[src/design/tccw_pkg.sv]
`timescale 1ns / 1ps
`default_nettype none

package tccw_pkg;

   localparam int DEF_MAX_COLS   = 128;
   localparam int DEF_MAX_ROWS   = 32;
   localparam int DEF_CELL_COUNT = 4096;

   // Register map
   localparam int CSR_IDX_W = 3;
   localparam logic [CSR_IDX_W-1:0] CSR_TAB_WIDTH      = 3'd0;
   localparam logic [CSR_IDX_W-1:0] CSR_TEXT_ATTRIBUTE = 3'd1;
   localparam logic [CSR_IDX_W-1:0] CSR_COLUMNS        = 3'd2;
   localparam logic [CSR_IDX_W-1:0] CSR_ROWS           = 3'd3;
   localparam logic [CSR_IDX_W-1:0] CSR_PAGE_OFFSET    = 3'd4;

   localparam logic [4:0]  RST_TAB_WIDTH = 5'd8;
   localparam logic [7:0]  RST_ATTRIBUTE = 8'h07;
   localparam logic [7:0]  RST_COLUMNS   = 8'd80;
   localparam logic [5:0]  RST_ROWS      = 6'd25;
   localparam logic [15:0] RST_PAGE      = 16'd0;

   // Character codes
   localparam logic [7:0] CH_BS       = 8'h08;
   localparam logic [7:0] CH_TAB      = 8'h09;
   localparam logic [7:0] CH_LF       = 8'h0A;
   localparam logic [7:0] CH_CR       = 8'h0D;
   localparam logic [7:0] CH_PRINT_LO = 8'h20;
   localparam logic [7:0] CH_PRINT_HI = 8'h7F;

   typedef enum logic [3:0] {
      ST_CLEAR,
      ST_IDLE,
      ST_POS_OLD,
      ST_APPLY,
      ST_TAB_DIV,
      ST_TAB_APPLY,
      ST_SCROLL_COPY,
      ST_SCROLL_DRAIN,
      ST_SCROLL_FILL,
      ST_POS_NEW,
      ST_RESP
   } state_type;

   typedef struct packed {
      logic accept;
      logic pos_calc;
      logic apply;
      logic div_start;
      logic div_step;
      logic tab_apply;
      logic scroll_start;
      logic copy_step;
      logic fill_start;
      logic fill_step;
      logic clear_step;
      logic rsp_load;
   } cmd_type;

   typedef struct packed {
      logic clear_last;
      logic is_tab;
      logic apply_scroll;
      logic tab_scroll;
      logic copy_empty;
      logic copy_last;
      logic fill_last;
      logic div_done;
      logic rsp_free;
   } status_type;

   function automatic int width_of(input int n);
      return (n > 1) ? $clog2(n) : 1;
   endfunction

endpackage

`default_nettype wire

[src/design/tccw_ctrl.sv]
`timescale 1ns / 1ps
`default_nettype none

module tccw_ctrl (
   input  wire logic                 clock,
   input  wire logic                 reset,
   input  wire logic                 req_valid,
   output logic                      req_ready,
   input  wire tccw_pkg::status_type status,
   output tccw_pkg::cmd_type         cmd
);

   tccw_pkg::state_type state_ff;
   tccw_pkg::state_type state_in;
   logic                take;

   // New item can enter when idle, or as the finished result leaves.
   assign take = req_valid &&
                 ((state_ff == tccw_pkg::ST_IDLE) ||
                  ((state_ff == tccw_pkg::ST_RESP) && status.rsp_free));

   always_comb begin
      state_in = state_ff;
      case (state_ff)
         tccw_pkg::ST_CLEAR: begin
            if (status.clear_last) state_in = tccw_pkg::ST_IDLE;
         end
         tccw_pkg::ST_IDLE: begin
            if (take) state_in = tccw_pkg::ST_POS_OLD;
         end
         tccw_pkg::ST_POS_OLD: begin
            state_in = tccw_pkg::ST_APPLY;
         end
         tccw_pkg::ST_APPLY: begin
            if (status.is_tab) begin
               state_in = tccw_pkg::ST_TAB_DIV;
            end else if (status.apply_scroll) begin
               state_in = status.copy_empty ? tccw_pkg::ST_SCROLL_FILL
                                            : tccw_pkg::ST_SCROLL_COPY;
            end else begin
               state_in = tccw_pkg::ST_POS_NEW;
            end
         end
         tccw_pkg::ST_TAB_DIV: begin
            if (status.div_done) state_in = tccw_pkg::ST_TAB_APPLY;
         end
         tccw_pkg::ST_TAB_APPLY: begin
            if (status.tab_scroll) begin
               state_in = status.copy_empty ? tccw_pkg::ST_SCROLL_FILL
                                            : tccw_pkg::ST_SCROLL_COPY;
            end else begin
               state_in = tccw_pkg::ST_POS_NEW;
            end
         end
         tccw_pkg::ST_SCROLL_COPY: begin
            if (status.copy_last) state_in = tccw_pkg::ST_SCROLL_DRAIN;
         end
         tccw_pkg::ST_SCROLL_DRAIN: begin
            state_in = tccw_pkg::ST_SCROLL_FILL;
         end
         tccw_pkg::ST_SCROLL_FILL: begin
            if (status.fill_last) state_in = tccw_pkg::ST_POS_NEW;
         end
         tccw_pkg::ST_POS_NEW: begin
            state_in = tccw_pkg::ST_RESP;
         end
         tccw_pkg::ST_RESP: begin
            if (take) begin
               state_in = tccw_pkg::ST_POS_OLD;
            end else if (status.rsp_free) begin
               state_in = tccw_pkg::ST_IDLE;
            end
         end
         default: begin
            state_in = tccw_pkg::ST_IDLE;
         end
      endcase
   end

   always_comb begin
      cmd        = '0;
      cmd.accept = take;
      req_ready  = 1'b0;
      case (state_ff)
         tccw_pkg::ST_CLEAR: begin
            cmd.clear_step = 1'b1;
         end
         tccw_pkg::ST_IDLE: begin
            req_ready = 1'b1;
         end
         tccw_pkg::ST_POS_OLD: begin
            cmd.pos_calc = 1'b1;
         end
         tccw_pkg::ST_APPLY: begin
            cmd.apply        = 1'b1;
            cmd.div_start    = status.is_tab;
            cmd.scroll_start = !status.is_tab && status.apply_scroll;
         end
         tccw_pkg::ST_TAB_DIV: begin
            cmd.div_step = 1'b1;
         end
         tccw_pkg::ST_TAB_APPLY: begin
            cmd.tab_apply    = 1'b1;
            cmd.scroll_start = status.tab_scroll;
         end
         tccw_pkg::ST_SCROLL_COPY: begin
            cmd.copy_step = 1'b1;
         end
         tccw_pkg::ST_SCROLL_DRAIN: begin
            cmd.fill_start = 1'b1;
         end
         tccw_pkg::ST_SCROLL_FILL: begin
            cmd.fill_step = 1'b1;
         end
         tccw_pkg::ST_POS_NEW: begin
            cmd.pos_calc = 1'b1;
         end
         tccw_pkg::ST_RESP: begin
            cmd.rsp_load = status.rsp_free;
            req_ready    = status.rsp_free;
         end
         default: begin
            cmd = '0;
         end
      endcase
   end

   always_ff @(posedge clock) begin
      if (reset) begin
         state_ff <= tccw_pkg::ST_CLEAR;
      end else begin
         state_ff <= state_in;
      end
   end

endmodule

`default_nettype wire

[config.mk]
export PLATFORM = sky130hd
export DESIGN_NAME = tccw_ctrl
export DESIGN_NICKNAME = d
export VERILOG_FILES = /design/src/design/tccw_pkg.sv /design/src/design/tccw_ctrl.sv
export SDC_FILE = /design/constraint.sdc
export NUM_CORES = 1
export LEC_CHECK = 0
export BUFFER_PORTS_ARGS = -buffer_cell sky130_fd_sc_hd__buf_2
export CORE_AREA = 2 2 39 41
export CTS_CLUSTER_SIZE = 30
export DETAILED_ROUTE_END_ITERATION = 10
export DIE_AREA = 0 0 41 43
export PLACE_DENSITY = 0.72
export SYNTH_ARGS = -nofsm -noshare
export SYNTH_HDL_FRONTEND = slang
export SYNTH_SLANG_ARGS = --single-unit
[constraint.sdc]
create_clock -name clock -period 2.7 [get_ports clock]
set_input_delay 0.27 -clock clock [delete_from_list [all_inputs] [get_ports clock]]
set_output_delay 0.27 -clock clock [all_outputs]
set_load 0.01 [all_outputs]
; ---- Word-level counts from Yosys, hierarchy flattened
; Cells that the tools add are included.
[classes]
eq_ne = 16
mux = 24
reduce_logical = 9
[op_table]
columns = cell, count
row1 = 2-to-1 mux 4 bit, 11
row2 = one-hot mux 4 bit (11 select lines), 1
row3 = == test 4 x 3 -> 1 bit (second input constant), 4
row4 = == test 4 bit (second input constant), 3
row5 = OR reduction 11 bit, 1
row6 = inequality test 2 bit (second input constant), 5
row7 = 2-to-1 mux 1 bit, 9
row8 = == test 4 x 2 -> 1 bit (second input constant), 2
row9 = AND reduction 6 bit, 1
row10 = == test 4 x 1 -> 1 bit (second input constant), 1
row11 = logical NOT 4 bit, 1
row12 = one-hot mux 1 bit (2 select lines), 2
row13 = logical AND 1 bit, 3
row14 = inequality test 3 bit (second input constant), 1
row15 = 2-to-1 mux 2 bit, 1
row16 = OR reduction 2 bit, 1
row17 = logical NOT 1 bit, 1
row18 = logical OR 1 bit, 1
[totals]
reg_bits = 4

; ---- Depth between registers and ports, before layout
[logic_depth]
depth_word = 6
mapped_depth = 6

; ---- Worst setup path after synthesis
; OpenSTA, ideal clock, no wires.
[synth_path]
kind = register to output
startpoint = register state_ff[0]
endpoint = output port cmd[11] (netlist name)
path_stages_with_launch = 6
arrival_time_ns = 1.287
t_required_ns = 2.430
n_path_buf = 2
setup_slack_ns = 1.143
path_cell_list = dfxtp_1 > buf_2 > buf_1 > nand2_1 > a21oi_1 > and2_1
[synth_rtl]
columns = item, line
row1 = start: declaration, tccw_ctrl.sv:13  ; tccw_pkg::state_type state_ff;
row2 = start signal: assignment, tccw_ctrl.sv:130  ; state_ff <= tccw_pkg::ST_CLEAR;
row3 = start signal: assignment, tccw_ctrl.sv:132  ; state_ff <= state_in;
row4 = end: declaration, tccw_ctrl.sv:10  ; output tccw_pkg::cmd_type cmd

==> key figures <==
Final layout
  • Area growth syn-to-layout: 22.3%
  • Regs by FF count: state_ff: 4 flops
  • Sequential cell area: approximately 80 um2
  • # nets final: 109
  • Top reg by flops: state_ff
  • Largest register FFs: 4
  • Ant diodes: 0
  • Fill count: 150
  • Multi-input gate area: 419 um2
  • Layout cells sized above 1: 35.8%

Drt
  • Uppermost layer routed: met3
  • DR vias/cell: 5.58
  • DRT antenna net count: 0
  • DRT iter0 DRCs: 20
  • Drt drc: 0
  • DR WL met2: between 600 and 700 um
  • Via count: about 620
  • M1 WL: ~700 um
  • Post-DR wirelength/cell: 13.1 um
  • WL met3: 75 um
  • First-pass DRT Iterations: 4
  • Final wirelength: between 1000 and 1500 um

Place
  • Port Buffer Count: 24
  • Routability congestion estimate: around 0.75
  • DP Worst Slack: roughly 0.84 ns
  • Dpl hpwl: 1070 um

Yosys
  • Register area share after synthesis: approximately 15%
  • Most common library cells after synthesis: a21oi_1 (8), nor2_1 (7), buf_2 (5)
  • Mapped Area: 551 um2
  • Mapped Nets: 87
  • Syn Inst Count: 75
  • Yosys Warn Count: 0
  • Yosys top cell by area: dfxtp_1
  • Avg Inst Size Synth: 7.34 um2
  • Synth unique cells: 35
  • Synth Flop Type: dfxtp_1
  • Number of flops mapped to enable cells by yosys: 0
  • Most common cell in the synthesized netlist: a21oi_1
  • #FFs+latches synth: 4
  • Top post-synthesis cells by area: dfxtp_1 (15%), a21oi_1 (7.3%), a221oi_4 (4.8%)
  • Share of flip-flops with an asynchronous set or reset: 0%
  • Top-area cell type share of the netlist area: 14.5%

Clocking
  • # Post-CTS Setup Buffers: 0
  • Post-cts sizing count: 0
  • Hold_buf cts: 0
  • Clock latency on the worst-skew pair: 0.23 ns
  • Longest Clk Path Bufs: 2
  • H-tree depth: 1
  • Clk slew on worst S/H paths: around 0.04 ns
  • Num CTS Buffers: 3
  • TritonCTS clock tree: built
  • Clock sinks: 4
  • Root buf cell: clkbuf_4

Status
  • Run status: completed

Timing
  • RSZ-0062 raised after global routing: no
  • Final Max Tran Viols: 0
  • Clk_skew: 0.00220 ns
  • Final Hold Violating Endpoints: 0
  • Final worst setup slack: 0.572 ns
  • Slew headroom: 57.2%
  • Worst-margin pin slew: 0.641 ns
  • Post-route minimum period: 2.13 ns
  • Final TNS setup: 0 ns
  • Max Fclk: 470 MHz
  • Final setup violation count: 0
  • Final cycle utilization of the critical path: 78.8%

Worst setup path
  • End of the worst register-to-register path: state_ff[3]
  • Critical Path AT: approximately 1.9 ns
  • Largest stage delay on the critical path: 0.70 ns
  • CP Launch Point: state_ff[1]
  • Worst Path Buf+Inv: 1
  • CP endpoint: cmd[11]
  • Worst path depth: 5
  • CP delay by family, top: flip-flops
  • CP Max Fanout: 18
  • Crit. End Element: primary output
  • Worst-case reg-to-reg path depth: 4
  • R2R Path Start: state_ff[1]
  • CP Launch Type: flip-flop
  • Slowest-stage cell, CP: dfxtp_1
  • Flop-to-flop setup slack: 0.93 ns
  • Critical-path cell list: nand3_1, or2_2, a21oi_1, and2_1, buf_2
  • Req. time, crit path: 2.43 ns
  • Crit Path Category: flip-flop to primary output

Die
  • Core footprint: 1380 um2
  • Io pins: 25
  • Starting Density: between 30% and 40%
  • Die W: between 40 and 50 um
  • FP Rows: 14
  • Die Area: 1760 um2
  • Chip height: 43 um

Hold path
  • Worst hold path class: primary input to flip-flop

Job
  • Max-capacitance violation count: 0

Global route
  • GR Overflow Total: 0
  • GRT Util Overall: roughly 18%
  • Initial antenna violation count: 0
  • Largest net degree at the start of global routing: 22
  • Vias in the first global route: 544
  • First-pass GRT wire length: 2280 um

Power and ir drop
  • Leak Pwr: 0.302 nW
  • Power Density: 827 nW/um2
  • IR drop worst, VDD: 415 uV
-- worst min path at each step --
stage	cells after the start	slack [ns]	start	end
after floorplan	1	0.34	reset	state_ff[3]
after global placement	2	0.50	reset	state_ff[3]
after CTS	2	0.25	reset	state_ff[3]
final	2	0.26	reset	state_ff[3]
after detailed placement	2	0.50	reset	state_ff[3]
after global routing	2	0.27	reset	state_ff[3]
-- cells by family after synthesis --
kind of cell    synth area share [%]
buf+inv                         9.32
mux                             1.82
compound gates                  31.8
flops                           14.5
simple gates                    42.5
-- routing by layer --
| metal | global-route usage [%] | up-vias |
|---|---|---|
| met3 | 4.71 | 0 |
| met1 | 25.0 | 284 |
| met5 | 0 | - |
| met2 | 28.4 | 17 |
| met4 | 2.67 | 0 |
| li1 | - | 318 |
-- cells in the final DEF (no fill, tap or decap), drive strengths merged, types with 2 or more instances in the layout --
cell type	count
a221oi	2
and2	3
nor2b	4
or2	2
nand2	4
o21ai	6
nand2b	3
clkbuf	3
nor2	7
nor3	3
nor3b	3
and4bb	2
a21oi	8
dfxtp	4
inv	3
buf	24
-- power by group --
| group | internal (mW) | switching [mW] | leakage [nW] |
|---|---|---|---|
| Combinational | 0.158 | 0.151 | 0.255 |
| Sequential | 0.0802 | 0.0962 | 0.0329 |
| Clock | 0.0496 | 0.0222 | 0.0138 |
-- area by class of cell --
type / count / share of cell area [%]
tap: 16 / 2.97
timing repair buffer: 24 / 17.8
sequential: 4 / 11.9
clock buffer: 3 / 3.35
multi-input combinational: 61 / 62.3
inverter: 3 / 1.67
-- stage by stage --
| step | total power [mW] | cells | hold slack, ns | utilization, % | area (um2) |
|---|---|---|---|---|---|
| CTS | 0.560 | 111 | 0.254 | 48.6 | 673 |
| detailed placement | 0.484 | 108 | 0.500 | 47.0 | 651 |
| finish | 0.557 | 111 | 0.262 | 48.6 | 673 |
| floorplan | 0.412 | 75 | 0.336 | - | 551 |
| global placement | 0.471 | 108 | 0.496 | 47.0 | 651 |
| global route | 0.614 | 111 | 0.267 | 48.6 | 673 |
Power figures use the tool's default switching activity.
